### src/hdl/dpx_pkg.sv
// Package for the depth pixel to XYZ block.
// Holds frame limits, register codes and reset values, the sequencer state type
// and the request and response types of the shared divider. No dependencies.
package dpx_pkg;

    // Frame size limits and counter widths.
    localparam int MAX_COLUMNS = 4096;
    localparam int MAX_ROWS    = 4096;
    localparam int COL_W       = $clog2(MAX_COLUMNS);
    localparam int ROW_W       = $clog2(MAX_ROWS);

    // Field and register widths.
    localparam int DEPTH_W  = 16;
    localparam int SIZE_W   = 13;
    localparam int FOCAL_W  = 24;
    localparam int CENTER_W = 20;
    localparam int SCALE_W  = 24;
    localparam int CFG_W    = 24;
    localparam int IDX_W    = 3;

    // Arithmetic widths: operands of the shared multiplier, numerator and divider.
    localparam int MUL_W    = 24;
    localparam int PROD_W   = 2 * MUL_W;
    localparam int NUM_W    = 36;
    localparam int FRAC_SH  = 24;
    localparam int QUOT_W   = 32;
    localparam int NUM_HI_W = NUM_W + FRAC_SH - QUOT_W;
    localparam int DEN_W    = PROD_W;

    // Saturation limits.
    localparam logic [QUOT_W-1:0] SAT_POS = 32'h7FFF_FFFF;
    localparam logic [QUOT_W-1:0] SAT_NEG = 32'h8000_0000;

    // Register reset values.
    localparam logic [SIZE_W-1:0]   RST_FRAME_COLUMNS = 13'd640;
    localparam logic [SIZE_W-1:0]   RST_FRAME_ROWS    = 13'd480;
    localparam logic [FOCAL_W-1:0]  RST_FOCAL_X       = 24'd131072;
    localparam logic [FOCAL_W-1:0]  RST_FOCAL_Y       = 24'd131072;
    localparam logic [CENTER_W-1:0] RST_CENTER_X      = 20'd81920;
    localparam logic [CENTER_W-1:0] RST_CENTER_Y      = 20'd61440;
    localparam logic [SCALE_W-1:0]  RST_DEPTH_SCALE   = 24'd256000;

    // Configuration register indexes.
    typedef enum logic [IDX_W-1:0] {
        CFG_FRAME_COLUMNS = 3'd0,
        CFG_FRAME_ROWS    = 3'd1,
        CFG_FOCAL_X       = 3'd2,
        CFG_FOCAL_Y       = 3'd3,
        CFG_CENTER_X      = 3'd4,
        CFG_CENTER_Y      = 3'd5,
        CFG_DEPTH_SCALE   = 3'd6
    } t_cfg_idx;

    // Which coordinate the sequencer is working on.
    typedef enum logic [1:0] {
        OP_Z = 2'd0,
        OP_X = 2'd1,
        OP_Y = 2'd2
    } t_op;

    // Sequencer states.
    typedef enum logic [2:0] {
        ST_IDLE,
        ST_MUL_DEN,
        ST_MUL_NUM,
        ST_DIV_START,
        ST_DIV_WAIT,
        ST_FINISH
    } t_state;

    // Divider request and response.
    typedef struct packed {
        logic                start;
        logic [NUM_HI_W-1:0] num_hi;
        logic [QUOT_W-1:0]   num_lo;
        logic [DEN_W-1:0]    den;
    } t_div_req;

    typedef struct packed {
        logic              done;
        logic              sat;
        logic [QUOT_W-1:0] quot;
    } t_div_rsp;

endpackage

### src/hdl/dpx_div.sv
// Restoring divider, one quotient bit per cycle, shared by all three coordinates.
// Flags a quotient that does not fit in 32 bits before it starts.
// Depends on dpx_pkg.
module dpx_div (
    input  logic             i_clk,
    input  logic             i_rst_n,
    input  dpx_pkg::t_div_req i_req,
    output dpx_pkg::t_div_rsp o_rsp
);

    localparam int CNT_W = $clog2(dpx_pkg::QUOT_W);

    logic [dpx_pkg::DEN_W-1:0]  r_rem;
    logic [dpx_pkg::DEN_W-1:0]  r_den;
    logic [dpx_pkg::QUOT_W-1:0] r_qn;
    logic [CNT_W-1:0]           r_cnt;
    logic                       r_busy;
    logic                       r_done;
    logic                       r_sat;

    logic [dpx_pkg::DEN_W:0]    trial;
    logic [dpx_pkg::DEN_W:0]    diff;
    logic                       fits;
    logic                       start_sat;

    // One trial subtraction of the shifted remainder.
    always_comb begin
        trial     = {r_rem, r_qn[dpx_pkg::QUOT_W-1]};
        diff      = trial - {1'b0, r_den};
        fits      = trial >= {1'b0, r_den};
        start_sat = {{(dpx_pkg::DEN_W - dpx_pkg::NUM_HI_W){1'b0}}, i_req.num_hi} >= i_req.den;
    end

    // Control: load on start, step while busy, pulse done at the end.
    always_ff @(posedge i_clk) begin
        if (!i_rst_n) begin
            r_busy <= 1'b0;
            r_done <= 1'b0;
            r_cnt  <= '0;
        end else if (i_req.start) begin
            r_busy <= !start_sat;
            r_done <= start_sat;
            r_cnt  <= '0;
        end else if (r_busy) begin
            r_cnt <= r_cnt + 1'b1;
            if (r_cnt == CNT_W'(dpx_pkg::QUOT_W - 1)) begin
                r_busy <= 1'b0;
                r_done <= 1'b1;
            end
        end else begin
            r_done <= 1'b0;
        end
    end

    // Datapath: remainder and the combined numerator and quotient shift register.
    always_ff @(posedge i_clk) begin
        if (i_req.start) begin
            r_rem <= dpx_pkg::DEN_W'(i_req.num_hi);
            r_qn  <= i_req.num_lo;
            r_den <= i_req.den;
            r_sat <= start_sat;
        end else if (r_busy) begin
            r_rem <= fits ? diff[dpx_pkg::DEN_W-1:0] : trial[dpx_pkg::DEN_W-1:0];
            r_qn  <= {r_qn[dpx_pkg::QUOT_W-2:0], fits};
        end
    end

    assign o_rsp.done = r_done;
    assign o_rsp.sat  = r_sat;
    assign o_rsp.quot = r_qn;

    // The partial remainder stays below the divisor throughout the division.
    a_rem_below_den: assert property (@(posedge i_clk) disable iff (!i_rst_n)
        r_busy |-> (r_rem < r_den))
        else $error("divider remainder reached the divisor");

    // Done is a single-cycle beat that never overlaps a running division.
    a_done_not_busy: assert property (@(posedge i_clk) disable iff (!i_rst_n)
        r_done |-> !r_busy)
        else $error("divider done while still busy");

    // A start either begins stepping or reports saturation next cycle.
    a_start_response: assert property (@(posedge i_clk) disable iff (!i_rst_n)
        i_req.start |=> (r_busy != r_done))
        else $error("divider start gave no response");

endmodule

### src/hdl/depth_pixel_to_xyz.sv
// Top level of the depth pixel to XYZ block: register file, pixel counters,
// shared multiplier, sequencer and output register. Depends on dpx_pkg and dpx_div.
//
// Usage:
// Depth pixels arrive in raster order on the input channel (i_valid, o_ready,
// i_depth_raw). Each beat gives one point on the output channel (o_valid,
// i_ready, o_point_x/y/z, o_frame_end), in the same order. Column and row
// counters place each pixel in the frame and wrap at the configured size;
// o_frame_end marks the frame's last pixel.
// Configuration is written through i_cfg_wr_en, i_cfg_index and i_cfg_data
// while no pixel is in flight; an index beyond the register list is ignored.
// Sequence: o_ready stays low from accept until the point is finished, so a
// new pixel is not taken while one is in flight. Each of z, x and y uses the
// shared 24x24 multiplier, then one load of the bit-serial divider and the
// division; a saturating quotient skips its 32 division steps.
// Stalls: the finished point sits in an output register, and o_ready rises
// again as soon as it is loaded there, so the next pixel is processed while the
// receiver holds off. A second point waits in the sequencer until the first is
// taken.
// Reset: synchronous, active low; registers return to their defaults, the
// counters go to zero and both channels go idle.
module depth_pixel_to_xyz (
    input  logic                           i_clk,
    input  logic                           i_rst_n,
    // Configuration write port
    input  logic                           i_cfg_wr_en,
    input  logic [dpx_pkg::IDX_W-1:0]      i_cfg_index,
    input  logic [dpx_pkg::CFG_W-1:0]      i_cfg_data,
    // Depth pixel input
    input  logic                           i_valid,
    output logic                           o_ready,
    input  logic [dpx_pkg::DEPTH_W-1:0]    i_depth_raw,
    // Point output
    output logic                           o_valid,
    input  logic                           i_ready,
    output logic signed [31:0]             o_point_x,
    output logic signed [31:0]             o_point_y,
    output logic [30:0]                    o_point_z,
    output logic                           o_frame_end
);

    // Configuration registers
    logic [dpx_pkg::SIZE_W-1:0]   r_frame_columns;
    logic [dpx_pkg::SIZE_W-1:0]   r_frame_rows;
    logic [dpx_pkg::FOCAL_W-1:0]  r_focal_x;
    logic [dpx_pkg::FOCAL_W-1:0]  r_focal_y;
    logic [dpx_pkg::CENTER_W-1:0] r_center_x;
    logic [dpx_pkg::CENTER_W-1:0] r_center_y;
    logic [dpx_pkg::SCALE_W-1:0]  r_depth_scale;

    // Pixel position and sequencer
    logic [dpx_pkg::COL_W-1:0]    r_col_cnt;
    logic [dpx_pkg::ROW_W-1:0]    r_row_cnt;
    logic [dpx_pkg::COL_W-1:0]    r_col;
    logic [dpx_pkg::ROW_W-1:0]    r_row;
    logic [dpx_pkg::DEPTH_W-1:0]  r_depth;
    logic                         r_last;
    dpx_pkg::t_state              r_state;
    dpx_pkg::t_state              n_state;
    dpx_pkg::t_op                 r_op;

    // Arithmetic holding registers
    logic [dpx_pkg::CENTER_W-1:0] r_mag;
    logic                         r_neg;
    logic [dpx_pkg::DEN_W-1:0]    r_den;
    logic [dpx_pkg::NUM_W-1:0]    r_num;
    logic [31:0]                  r_res_x;
    logic [31:0]                  r_res_y;
    logic [30:0]                  r_res_z;

    // Output register
    logic                         r_out_valid;
    logic [31:0]                  r_out_x;
    logic [31:0]                  r_out_y;
    logic [30:0]                  r_out_z;
    logic                         r_out_last;

    logic                         accept;
    logic [dpx_pkg::COL_W-1:0]    cols_m1;
    logic [dpx_pkg::ROW_W-1:0]    rows_m1;
    logic                         last_col;
    logic                         last_row;
    logic [dpx_pkg::SCALE_W-1:0]  scale_nz;
    logic [dpx_pkg::FOCAL_W-1:0]  focal_nz;
    logic [dpx_pkg::CENTER_W-1:0] pos_q8;
    logic [dpx_pkg::CENTER_W-1:0] ctr_q8;
    logic [dpx_pkg::MUL_W-1:0]    mul_a;
    logic [dpx_pkg::MUL_W-1:0]    mul_b;
    logic [dpx_pkg::PROD_W-1:0]   mul_p;
    logic [30:0]                  z_val;
    logic [31:0]                  lat_val;
    logic                         out_free;
    dpx_pkg::t_div_req            div_req;
    dpx_pkg::t_div_rsp            div_rsp;

    // Configuration writes
    always_ff @(posedge i_clk) begin
        if (!i_rst_n) begin
            r_frame_columns <= dpx_pkg::RST_FRAME_COLUMNS;
            r_frame_rows    <= dpx_pkg::RST_FRAME_ROWS;
            r_focal_x       <= dpx_pkg::RST_FOCAL_X;
            r_focal_y       <= dpx_pkg::RST_FOCAL_Y;
            r_center_x      <= dpx_pkg::RST_CENTER_X;
            r_center_y      <= dpx_pkg::RST_CENTER_Y;
            r_depth_scale   <= dpx_pkg::RST_DEPTH_SCALE;
        end else if (i_cfg_wr_en) begin
            unique case (dpx_pkg::t_cfg_idx'(i_cfg_index))
                dpx_pkg::CFG_FRAME_COLUMNS: r_frame_columns <= i_cfg_data[dpx_pkg::SIZE_W-1:0];
                dpx_pkg::CFG_FRAME_ROWS:    r_frame_rows    <= i_cfg_data[dpx_pkg::SIZE_W-1:0];
                dpx_pkg::CFG_FOCAL_X:       r_focal_x       <= i_cfg_data[dpx_pkg::FOCAL_W-1:0];
                dpx_pkg::CFG_FOCAL_Y:       r_focal_y       <= i_cfg_data[dpx_pkg::FOCAL_W-1:0];
                dpx_pkg::CFG_CENTER_X:      r_center_x      <= i_cfg_data[dpx_pkg::CENTER_W-1:0];
                dpx_pkg::CFG_CENTER_Y:      r_center_y      <= i_cfg_data[dpx_pkg::CENTER_W-1:0];
                dpx_pkg::CFG_DEPTH_SCALE:   r_depth_scale   <= i_cfg_data[dpx_pkg::SCALE_W-1:0];
                default: ;
            endcase
        end
    end

    // Effective frame size minus one, clamped to the counter range.
    always_comb begin
        if (r_frame_columns == '0) begin
            cols_m1 = '0;
        end else if (r_frame_columns > dpx_pkg::SIZE_W'(dpx_pkg::MAX_COLUMNS)) begin
            cols_m1 = dpx_pkg::COL_W'(dpx_pkg::MAX_COLUMNS - 1);
        end else begin
            cols_m1 = dpx_pkg::COL_W'(r_frame_columns - 1'b1);
        end
        if (r_frame_rows == '0) begin
            rows_m1 = '0;
        end else if (r_frame_rows > dpx_pkg::SIZE_W'(dpx_pkg::MAX_ROWS)) begin
            rows_m1 = dpx_pkg::ROW_W'(dpx_pkg::MAX_ROWS - 1);
        end else begin
            rows_m1 = dpx_pkg::ROW_W'(r_frame_rows - 1'b1);
        end
        last_col = r_col_cnt >= cols_m1;
        last_row = r_row_cnt >= rows_m1;
    end

    assign accept = i_valid && o_ready;

    // Pixel counters advance on each accepted beat.
    always_ff @(posedge i_clk) begin
        if (!i_rst_n) begin
            r_col_cnt <= '0;
            r_row_cnt <= '0;
        end else if (accept) begin
            if (last_col) begin
                r_col_cnt <= '0;
                r_row_cnt <= last_row ? '0 : r_row_cnt + 1'b1;
            end else begin
                r_col_cnt <= r_col_cnt + 1'b1;
            end
        end
    end

    // Shared multiplier: divisor in one cycle, numerator in the next.
    always_comb begin
        scale_nz = (r_depth_scale == '0) ? dpx_pkg::SCALE_W'(1) : r_depth_scale;
        if (r_op == dpx_pkg::OP_Y) begin
            focal_nz = (r_focal_y == '0) ? dpx_pkg::FOCAL_W'(1) : r_focal_y;
            pos_q8   = dpx_pkg::CENTER_W'({r_row, 8'h00});
            ctr_q8   = r_center_y;
        end else begin
            focal_nz = (r_focal_x == '0) ? dpx_pkg::FOCAL_W'(1) : r_focal_x;
            pos_q8   = dpx_pkg::CENTER_W'({r_col, 8'h00});
            ctr_q8   = r_center_x;
        end
        if (r_state == dpx_pkg::ST_MUL_DEN) begin
            mul_a = dpx_pkg::MUL_W'(scale_nz);
            mul_b = (r_op == dpx_pkg::OP_Z) ? dpx_pkg::MUL_W'(1) : dpx_pkg::MUL_W'(focal_nz);
        end else begin
            mul_a = (r_op == dpx_pkg::OP_Z) ? dpx_pkg::MUL_W'(1) : dpx_pkg::MUL_W'(r_mag);
            mul_b = dpx_pkg::MUL_W'(r_depth);
        end
        mul_p = mul_a * mul_b;
    end

    // Divider request: numerator is the product shifted up by 24 bits.
    always_comb begin
        div_req.start  = (r_state == dpx_pkg::ST_DIV_START);
        div_req.num_hi = r_num[dpx_pkg::NUM_W-1:dpx_pkg::NUM_W-dpx_pkg::NUM_HI_W];
        div_req.num_lo = {r_num[dpx_pkg::NUM_W-dpx_pkg::NUM_HI_W-1:0],
                          {dpx_pkg::FRAC_SH{1'b0}}};
        div_req.den    = r_den;
    end

    dpx_div u_div (
        .i_clk   (i_clk),
        .i_rst_n (i_rst_n),
        .i_req   (div_req),
        .o_rsp   (div_rsp)
    );

    // Saturation of the quotient for each coordinate.
    always_comb begin
        z_val = (div_rsp.sat || div_rsp.quot[31]) ? dpx_pkg::SAT_POS[30:0] : div_rsp.quot[30:0];
        if (r_neg) begin
            lat_val = (div_rsp.sat || div_rsp.quot > dpx_pkg::SAT_NEG)
                    ? dpx_pkg::SAT_NEG : (32'd0 - div_rsp.quot);
        end else begin
            lat_val = (div_rsp.sat || div_rsp.quot[31]) ? dpx_pkg::SAT_POS : div_rsp.quot;
        end
    end

    assign out_free = !r_out_valid || i_ready;

    // Sequencer next state.
    always_comb begin
        n_state = r_state;
        o_ready = 1'b0;
        unique case (r_state)
            dpx_pkg::ST_IDLE: begin
                o_ready = 1'b1;
                if (i_valid) begin
                    n_state = dpx_pkg::ST_MUL_DEN;
                end
            end
            dpx_pkg::ST_MUL_DEN:   n_state = dpx_pkg::ST_MUL_NUM;
            dpx_pkg::ST_MUL_NUM:   n_state = dpx_pkg::ST_DIV_START;
            dpx_pkg::ST_DIV_START: n_state = dpx_pkg::ST_DIV_WAIT;
            dpx_pkg::ST_DIV_WAIT: begin
                if (div_rsp.done) begin
                    n_state = (r_op == dpx_pkg::OP_Y) ? dpx_pkg::ST_FINISH : dpx_pkg::ST_MUL_DEN;
                end
            end
            dpx_pkg::ST_FINISH: begin
                if (out_free) begin
                    n_state = dpx_pkg::ST_IDLE;
                end
            end
            default: n_state = dpx_pkg::ST_IDLE;
        endcase
    end

    always_ff @(posedge i_clk) begin
        if (!i_rst_n) begin
            r_state <= dpx_pkg::ST_IDLE;
            r_op    <= dpx_pkg::OP_Z;
        end else begin
            r_state <= n_state;
            if (accept) begin
                r_op <= dpx_pkg::OP_Z;
            end else if (r_state == dpx_pkg::ST_DIV_WAIT && div_rsp.done) begin
                r_op <= (r_op == dpx_pkg::OP_Z) ? dpx_pkg::OP_X : dpx_pkg::OP_Y;
            end
        end
    end

    // Datapath registers of the sequencer.
    always_ff @(posedge i_clk) begin
        if (accept) begin
            r_depth <= i_depth_raw;
            r_col   <= r_col_cnt;
            r_row   <= r_row_cnt;
            r_last  <= last_col && last_row;
        end
        if (r_state == dpx_pkg::ST_MUL_DEN) begin
            r_den <= mul_p;
            r_neg <= ctr_q8 > pos_q8;
            r_mag <= (ctr_q8 > pos_q8) ? (ctr_q8 - pos_q8) : (pos_q8 - ctr_q8);
        end
        if (r_state == dpx_pkg::ST_MUL_NUM) begin
            r_num <= mul_p[dpx_pkg::NUM_W-1:0];
        end
        if (r_state == dpx_pkg::ST_DIV_WAIT && div_rsp.done) begin
            unique case (r_op)
                dpx_pkg::OP_Z: r_res_z <= z_val;
                dpx_pkg::OP_X: r_res_x <= lat_val;
                dpx_pkg::OP_Y: r_res_y <= lat_val;
                default: ;
            endcase
        end
    end

    // Output register: loaded when the point is finished and the slot is free.
    always_ff @(posedge i_clk) begin
        if (!i_rst_n) begin
            r_out_valid <= 1'b0;
        end else if (r_state == dpx_pkg::ST_FINISH && out_free) begin
            r_out_valid <= 1'b1;
        end else if (i_ready) begin
            r_out_valid <= 1'b0;
        end
    end

    always_ff @(posedge i_clk) begin
        if (r_state == dpx_pkg::ST_FINISH && out_free) begin
            r_out_x    <= r_res_x;
            r_out_y    <= r_res_y;
            r_out_z    <= r_res_z;
            r_out_last <= r_last;
        end
    end

    assign o_valid     = r_out_valid;
    assign o_point_x   = r_out_x;
    assign o_point_y   = r_out_y;
    assign o_point_z   = r_out_z;
    assign o_frame_end = r_out_last;

    // An accepted pixel at the frame's end brings both counters back to zero.
    a_frame_wrap: assert property (@(posedge i_clk) disable iff (!i_rst_n)
        (accept && last_col && last_row) |=> (r_col_cnt == '0 && r_row_cnt == '0))
        else $error("counters did not wrap at frame end");

    // A divider result only arrives while the sequencer waits for it.
    a_div_done_wait: assert property (@(posedge i_clk) disable iff (!i_rst_n)
        div_rsp.done |-> (r_state == dpx_pkg::ST_DIV_WAIT))
        else $error("divider result arrived outside the wait state");

    // A stalled output beat is never overwritten by the next point.
    a_out_hold: assert property (@(posedge i_clk) disable iff (!i_rst_n)
        (r_out_valid && !i_ready) |=> (r_out_valid && $stable(r_out_x) && $stable(r_out_z)))
        else $error("stalled output point was overwritten");

endmodule
### config.mk
export PLATFORM = sky130hd
export DESIGN_NAME = depth_pixel_to_xyz
export DESIGN_NICKNAME = d
export VERILOG_FILES = /design/src/hdl/dpx_pkg.sv /design/src/hdl/dpx_div.sv /design/src/hdl/depth_pixel_to_xyz.sv
export SDC_FILE = /design/constraint.sdc
export NUM_CORES = 2
export LEC_CHECK = 0
export ABC_AREA = 1
export BUFFER_PORTS_ARGS = -buffer_cell sky130_fd_sc_hd__buf_2
export CAP_MARGIN = 20
export CORE_UTILIZATION = 45
export DETAILED_ROUTE_END_ITERATION = 7
export MAX_ROUTING_LAYER = met4
export SLEW_MARGIN = 0
export SYNTH_ARGS = -nofsm -noshare
export SYNTH_HDL_FRONTEND = slang
export SYNTH_SLANG_ARGS = --single-unit
### constraint.sdc
create_clock -name i_clk -period 12.95 [get_ports i_clk]
set_input_delay 2.59 -clock i_clk [delete_from_list [all_inputs] [get_ports i_clk]]
set_output_delay 2.59 -clock i_clk [all_outputs]
set_load 0.02 [all_outputs]
[After elaboration in Yosys (flattened, before gate mapping)]
Cells that the tools add are included.
Word-level totals
  register bits after elaboration: 641
  output and inout port bits: 98
  word-level logic and storage cells: 146
Operators by class
  eq/ne operators: 18
  reduce and logical (&&, ||, !) cells: 33
  mux-type cells: 40
  $add $sub $neg: 9
  magnitude comparators: 8
  bitwise gates (word level): 1
  multiply operators: 1
Operators with widths (count)
  2-to-1 mux 24 bit: 7
  2-to-1 mux 32 bit: 5
  2-to-1 mux 20 bit: 4
  zero test 24 bit: 3
  2-to-1 mux 12 bit: 6
  2-to-1 mux 28 bit: 2
  greater-or-equal comparator 49 x 48 -> 1 bit: 1
  greater-or-equal comparator 28 x 48 -> 1 bit: 1
  multiplier 24 x 24 -> 48 bit: 1
  2-to-1 mux 48 bit: 1
  subtractor 48 bit: 1
  subtractor 20 bit: 2
  greater-than comparator 32 bit, second input constant: 1
  subtractor 1 x 32 -> 32 bit, first input constant: 1
  greater-than comparator 13 bit, second input constant: 2
  zero test 13 bit: 2
  adder 12 x 1 -> 12 bit, second input constant: 2
  greater-or-equal comparator 12 bit: 2
  subtractor 12 x 1 -> 12 bit, second input constant: 2
  AND reduction 2 bit: 11
  greater-than comparator 20 bit: 1
  case mux 3 bit (6 select lines): 1
  == test 3 bit, second input constant: 5
  == test 3 x 2 -> 1 bit, second input constant: 4
  other kinds (20): 42

[Depth between registers and ports, before layout]
  depth in word-level cells: 6
  mapped depth: 35
  depth with buffers taken out: 34

[By module]
Synthesis repeated with hierarchy kept, for this count alone.
Unflattened totals
  cells, all modules: 6318
  area, all modules: 51894.8 µm²
By module, submodules not included
  depth_pixel_to_xyz: sequential area each 13482.9 µm², times used 1, area each 40943.0 µm², cells each 4660
  dpx_div: sequential area each 3813.7 µm², times used 1, area each 10951.8 µm², cells each 1658

[Worst setup path before layout]
No wires, ideal clock.
  path type: reg-to-reg
  from: register r_state[0]
  to: register r_den[28] in the netlist's numbering (data pin)
  clock period less this slack: 7571 ps
  library setup time: 264 ps
  path buffers: 3
  required time: 12686 ps
  data arrival time: 7307 ps
  stages on the path, launching flop included: 30
  setup slack: 5379 ps
  path through: dfxtp_1 inv_1 nor2_1 nand2_1 inv_1 buf_2 buf_4 o221ai_1 nand2_1 buf_2 nor2_1 fa_1 fa_1 inv_1 fa_1 inv_1 fa_1 fa_1 fa_1 inv_1 fa_1 inv_1 ha_1 a21oi_1 a21boi_0 a21boi_0 o21ai_0 nand2_1 nand2_1 xor2_1
On the way
  longest elaborated chain between the ends: 3
  elaborated cells on any way between the ends: 4
  those cells by class: mul (1); eq/ne (1); mux (2)
Ends and longest elaborated chain
  start, declared: RTL line depth_pixel_to_xyz.sv:58  | dpx_pkg::t_state r_state;
  start signal, assigned: RTL line depth_pixel_to_xyz.sv:238  | r_state <= dpx_pkg::ST_IDLE;
  start signal, assigned: RTL line depth_pixel_to_xyz.sv:241  | r_state <= n_state;
  == test 3 x 1 -> 1 bit *: RTL line depth_pixel_to_xyz.sv:169  | if (r_state == dpx_pkg::ST_MUL_DEN) begin
  2-to-1 mux 24 bit: RTL line depth_pixel_to_xyz.sv:169
  multiplier 24 x 24 -> 48 bit *: RTL line depth_pixel_to_xyz.sv:176  | mul_p = mul_a * mul_b;
  via mul_p, one bit: RTL line depth_pixel_to_xyz.sv:89  | logic [dpx_pkg::PROD_W-1:0] mul_p;
  end signal, assigned: RTL line depth_pixel_to_xyz.sv:259  | r_den <= mul_p;
  end, declared: RTL line depth_pixel_to_xyz.sv:65  | logic [dpx_pkg::DEN_W-1:0] r_den;
Mark *: on every way through the listed nets, which the timed path passes. The rest lies on a longest branch.
A chain may end at the register's enable or synchronous reset.

[Final worst setup path]
  from: register r_op[0]
  to: register r_den[21] in the netlist's numbering (data pin)
On the way
  longest elaborated chain between the ends: 5
  elaborated cells on any way between the ends: 8
  those cells by class: mul (1); eq/ne (1); mux (5); reduce/logical (1)
Ends and longest elaborated chain
  start, declared: RTL line depth_pixel_to_xyz.sv:60  | dpx_pkg::t_op r_op;
  start signal, assigned: RTL line depth_pixel_to_xyz.sv:239  | r_op <= dpx_pkg::OP_Z;
  start signal, assigned: RTL line depth_pixel_to_xyz.sv:243  | r_op <= dpx_pkg::OP_Z;
  start signal, assigned: RTL line depth_pixel_to_xyz.sv:245  | r_op <= (r_op == dpx_pkg::OP_Z) ? dpx_pkg::OP_X : dpx_pkg::OP_Y;
  == test 2 bit: RTL line depth_pixel_to_xyz.sv:160  | if (r_op == dpx_pkg::OP_Y) begin
  2-to-1 mux 24 bit: RTL line depth_pixel_to_xyz.sv:160
  2-to-1 mux 24 bit: RTL line depth_pixel_to_xyz.sv:171  | mul_b = (r_op == dpx_pkg::OP_Z) ? dpx_pkg::MUL_W'(1) : dpx_pkg::MUL_W'(focal_nz);
  2-to-1 mux 24 bit: RTL line depth_pixel_to_xyz.sv:169
  multiplier 24 x 24 -> 48 bit *: RTL line depth_pixel_to_xyz.sv:176
  via mul_p, one bit: RTL line depth_pixel_to_xyz.sv:89
Marks and branches as above.

==> summary.txt <==
Timing
  – Clock skew: 0.04284 ns
  – Slew margin rel.: 0.1997
  – Final period util: 0.7544
  – Final Max Slew Viols: 0
  – Min cycle time layout: 9.769 ns
  – Worst-margin pin slew: 1.200 ns
  – Setup_tns: 0 ns
  – Final setup viols: 0
  – RSZ-0062 raised after global routing: no
  – Fmax: 0.1024 GHz
  – Fin. Hold Viols: 0

Floorplanning
  – Cell Rows: 123
  – DIE AREA: 115100 sq um
  – Die span in y: 339.3 um
  – DIE WIDTH: 339.3 um
  – Core area: 112700 sq um
  – Starting Density: 0.4545
  – Ports: 146

Worst setup path
  – R2R Path End: r_den[21]$_DFFE_PP_
  – Slowest cell on the critical path: dfxtp_1
  – CP required: 13.38 ns
  – R2R cell count: 32
  – CP most frequent cell: inv_1
  – R2R Path Start: r_op[0]$_SDFFE_PP0P_
  – Crit Path Category: register to register
  – R2R Setup Slk: 3.18 ns
  – Crit-path max cell delay: 0.69 ns
  – Critical Path Fanout Max: 46
  – Crit path launch type: register
  – Crit. End Element: register
  – Critical Path AT: 10.20 ns

Logic synthesis
  – Distinct cells, synth: 56
  – Yosys top cell area share: 0.2475
  – Synthesized area: 51200 sq um
  – Synth Net Count: 7008
  – Most used DFF post-synth: edfxtp_1
  – Sequential fraction of the synthesis area: 0.3331
  – Number of synthesized register bits: 641
  – Async set or reset register ratio after synthesis: 0
  – Gate count of the mapped netlist: 6172
  – Post-synth EDFFs: 422
  – Mean Syn Cell Area: 8.296 sq um
  – Synth area leaders: edfxtp_1, fa_1, nand2_1
  – Cell taking the most area after synthesis: edfxtp_1
  – Synth warn: 0

Hold path
  – Worst hold start: r_res_z[23]$_SDFFCE_PP1P_
  – WHS Path Cells: 0
  – Worst Hold Class: register to register
  – Hold endpoint: o_point_z[23]$_DFFE_PP_

Global route
  – Grt peak-use layer: met2
  – GRT Resource Usage Total: 0.2966
  – Vias in the first global route: 40.40k
  – Initial antenna violation count: 5
  – Met2 Track Usage GR: 0.4760
  – GRT overflow: 0
  – Pin count of the biggest net entering global routing: 93
  – Global-route wire length before repair: 250000 um
  – Met1 Use GR: 0.3818
  – Met3 Usage GRT: 0.03993

Detailed routing
  – DR vias/cell: 5.265
  – Iteration-0 DRC Markers: 3341
  – Vias: 41.22k
  – DR WL/cell: 21.14 um
  – Detailed Routing Iterations Pass 1: 6
  – Antenna Nets Post-Route: 0
  – Routed WL: 165500 um
  – # DRC: 0

Placement
  – Number of port buffers: 145
  – GP Congestion: 0.9965
  – Hpwl dp: 130800 um

Power
  – Power density cells: 182.4 nW/um^2
  – VDD IR max: 0.1289 mV
  – Tot Pwr: 10.22 mW
  – Static leakage: 26.68 nW

Flow run
  – MaxCap Viol Count: 0

CTS
  – Hold_buf cts: 0
  – CTS tree: yes
  – Clock-pin slew on the worst setup and hold paths: 0.06 ns
  – CTS buffer count: 74
  – CTS H-tree lvls: 3
  – CTS Buffer Depth: 3
  – Clk root buf: clkbuf_16
  – Post-CTS sizing: 0
  – Clk_lat worst skew: 0.67 ns
  – Clock sink count: 641
  – Post-CTS setup buffer count: 0

Final layout
  – Most frequent cells in the layout: nand2_1, inv_1, nor2_1
  – Share of cells above drive strength 1: 0.06339
  – Area Overhead vs Synth: 9.454%
  – Final #Nets: 7102
  – Commonest non-fill, non-tap cell in the layout: nand2_1

Outcome
  – Status: finished clean
synthesized netlist by cell type (4+ instances only):
library cell / instances
nor2_1: 729
a21boi_0: 9
edfxtp_1: 422
a21oi_1: 221
a21o_1: 9
xor2_1: 94
o211ai_1: 10
fa_1: 484
nor4_1: 19
inv_1: 1261
a31oi_1: 13
buf_4: 8
nor3_2: 4
clkinv_1: 17
o21bai_1: 22
xnor2_1: 46
o22ai_1: 5
nand2_1: 1293
nand4_1: 94
clkbuf_1: 131
o21ai_1: 11
o21ai_0: 283
a22oi_1: 23
dfxtp_1: 219
o21a_1: 22
buf_2: 42
a221oi_1: 8
and2_1: 7
nor3_1: 55
nor2_2: 7
or2_2: 32
buf_1: 7
nand3b_1: 5
o21ai_2: 6
nand3_1: 221
ha_1: 304
worst max path at each step:
stage	startpoint	to	slack, ns	cells after the start
2_1_floorplan	r_state[0]$_SDFFE_PN0P_	r_den[28]$_DFFE_PP_	5.38	29
3_3_place_gp	r_op[0]$_SDFFE_PP0P_	r_num[21]$_DFFE_PP_	3.33	32
3_5_place_dp	r_op[0]$_SDFFE_PP0P_	r_num[21]$_DFFE_PP_	3.35	32
4_1_cts	r_op[0]$_SDFFE_PP0P_	r_den[21]$_DFFE_PP_	3.36	32
5_1_grt	r_op[0]$_SDFFE_PP0P_	r_den[32]$_DFFE_PP_	2.66	30
6_report	r_op[0]$_SDFFE_PP0P_	r_den[21]$_DFFE_PP_	3.18	32
state kept, by name, indices dropped and copies added, names as in the netlist, 16 cells and up:
signal and count:
r_depth 16, r_res_x 32, r_focal_x 24, u_div.r_qn 32
o_point_z 31, r_res_y 32, r_num 36, u_div.r_rem 48
r_focal_y 24, o_point_y 32, r_depth_scale 24, r_center_y 20
r_den 48, o_point_x 32, r_mag 20, u_div.r_den 48
r_res_z 31, r_center_x 20
power by group:
group	total, mW	switching, mW	internal (mW)
Sequential	2.90	0.178	2.72
Combinational	5.20	3.60	1.60
Clock	2.12	0.907	1.21
cell families (layout without fill, tap and decap cells):
group,Yosys count,in the layout,synth area share
and+or+nand+nor,2472,2472,0.1972
buffers and inverters,1471,1625,0.1097
adders and majority gates,788,788,0.2635
AOI/OAI and AO/OA,658,658,0.07206
DFF,641,641,0.3331
xor gates and xnor gates,140,140,0.02395
muxes,2,2,0.0003910
other,0,4,0
final cells by class:
| class | count | area, sq um |
|---|---|---|
| antenna | 4 | 10.01 |
| clock buffer | 96 | 2004 |
| clock inverter | 40 | 454.2 |
| fill | 11000 | 56610 |
| inverter | 1281 | 4811 |
| multi-input combinational | 4060 | 28610 |
| sequential | 641 | 17060 |
| tap | 1500 | 1877 |
| timing repair buffer | 208 | 1224 |
per-layer routing:
metal / vias to the layer above / routed length [um]
met3: 328 / 10370
met2: 1465 / 77370
met1: 20020 / 70860
met5: - / 0
li1: 19410 / -
met4: 0 / 6920
worst max-delay path, delay by kind of cell, from the launching register on:
kind	cells	cell delay, ns
simple gates	6	1.33
flops	1	0.69
fa+ha+maj	8	3.98
xor+xnor	1	0.36
compound gates	5	1.59
buf+inv	12	1.53
through the flow:
stage	cells	utilization	hold WS [ns]	worst slack, ns	cell area, sq um
floorplan	6172	-	0.4003	5.379	51200
global placement	7687	0.4752	0.4005	3.326	53530
detailed placement	7690	0.4756	0.4045	3.350	53580
CTS	7826	0.4974	0.3838	3.363	56040
global route	7830	0.4975	0.3991	2.655	56050
finish	7830	0.4975	0.3995	3.181	56050
(Power assumes the default switching activity.)
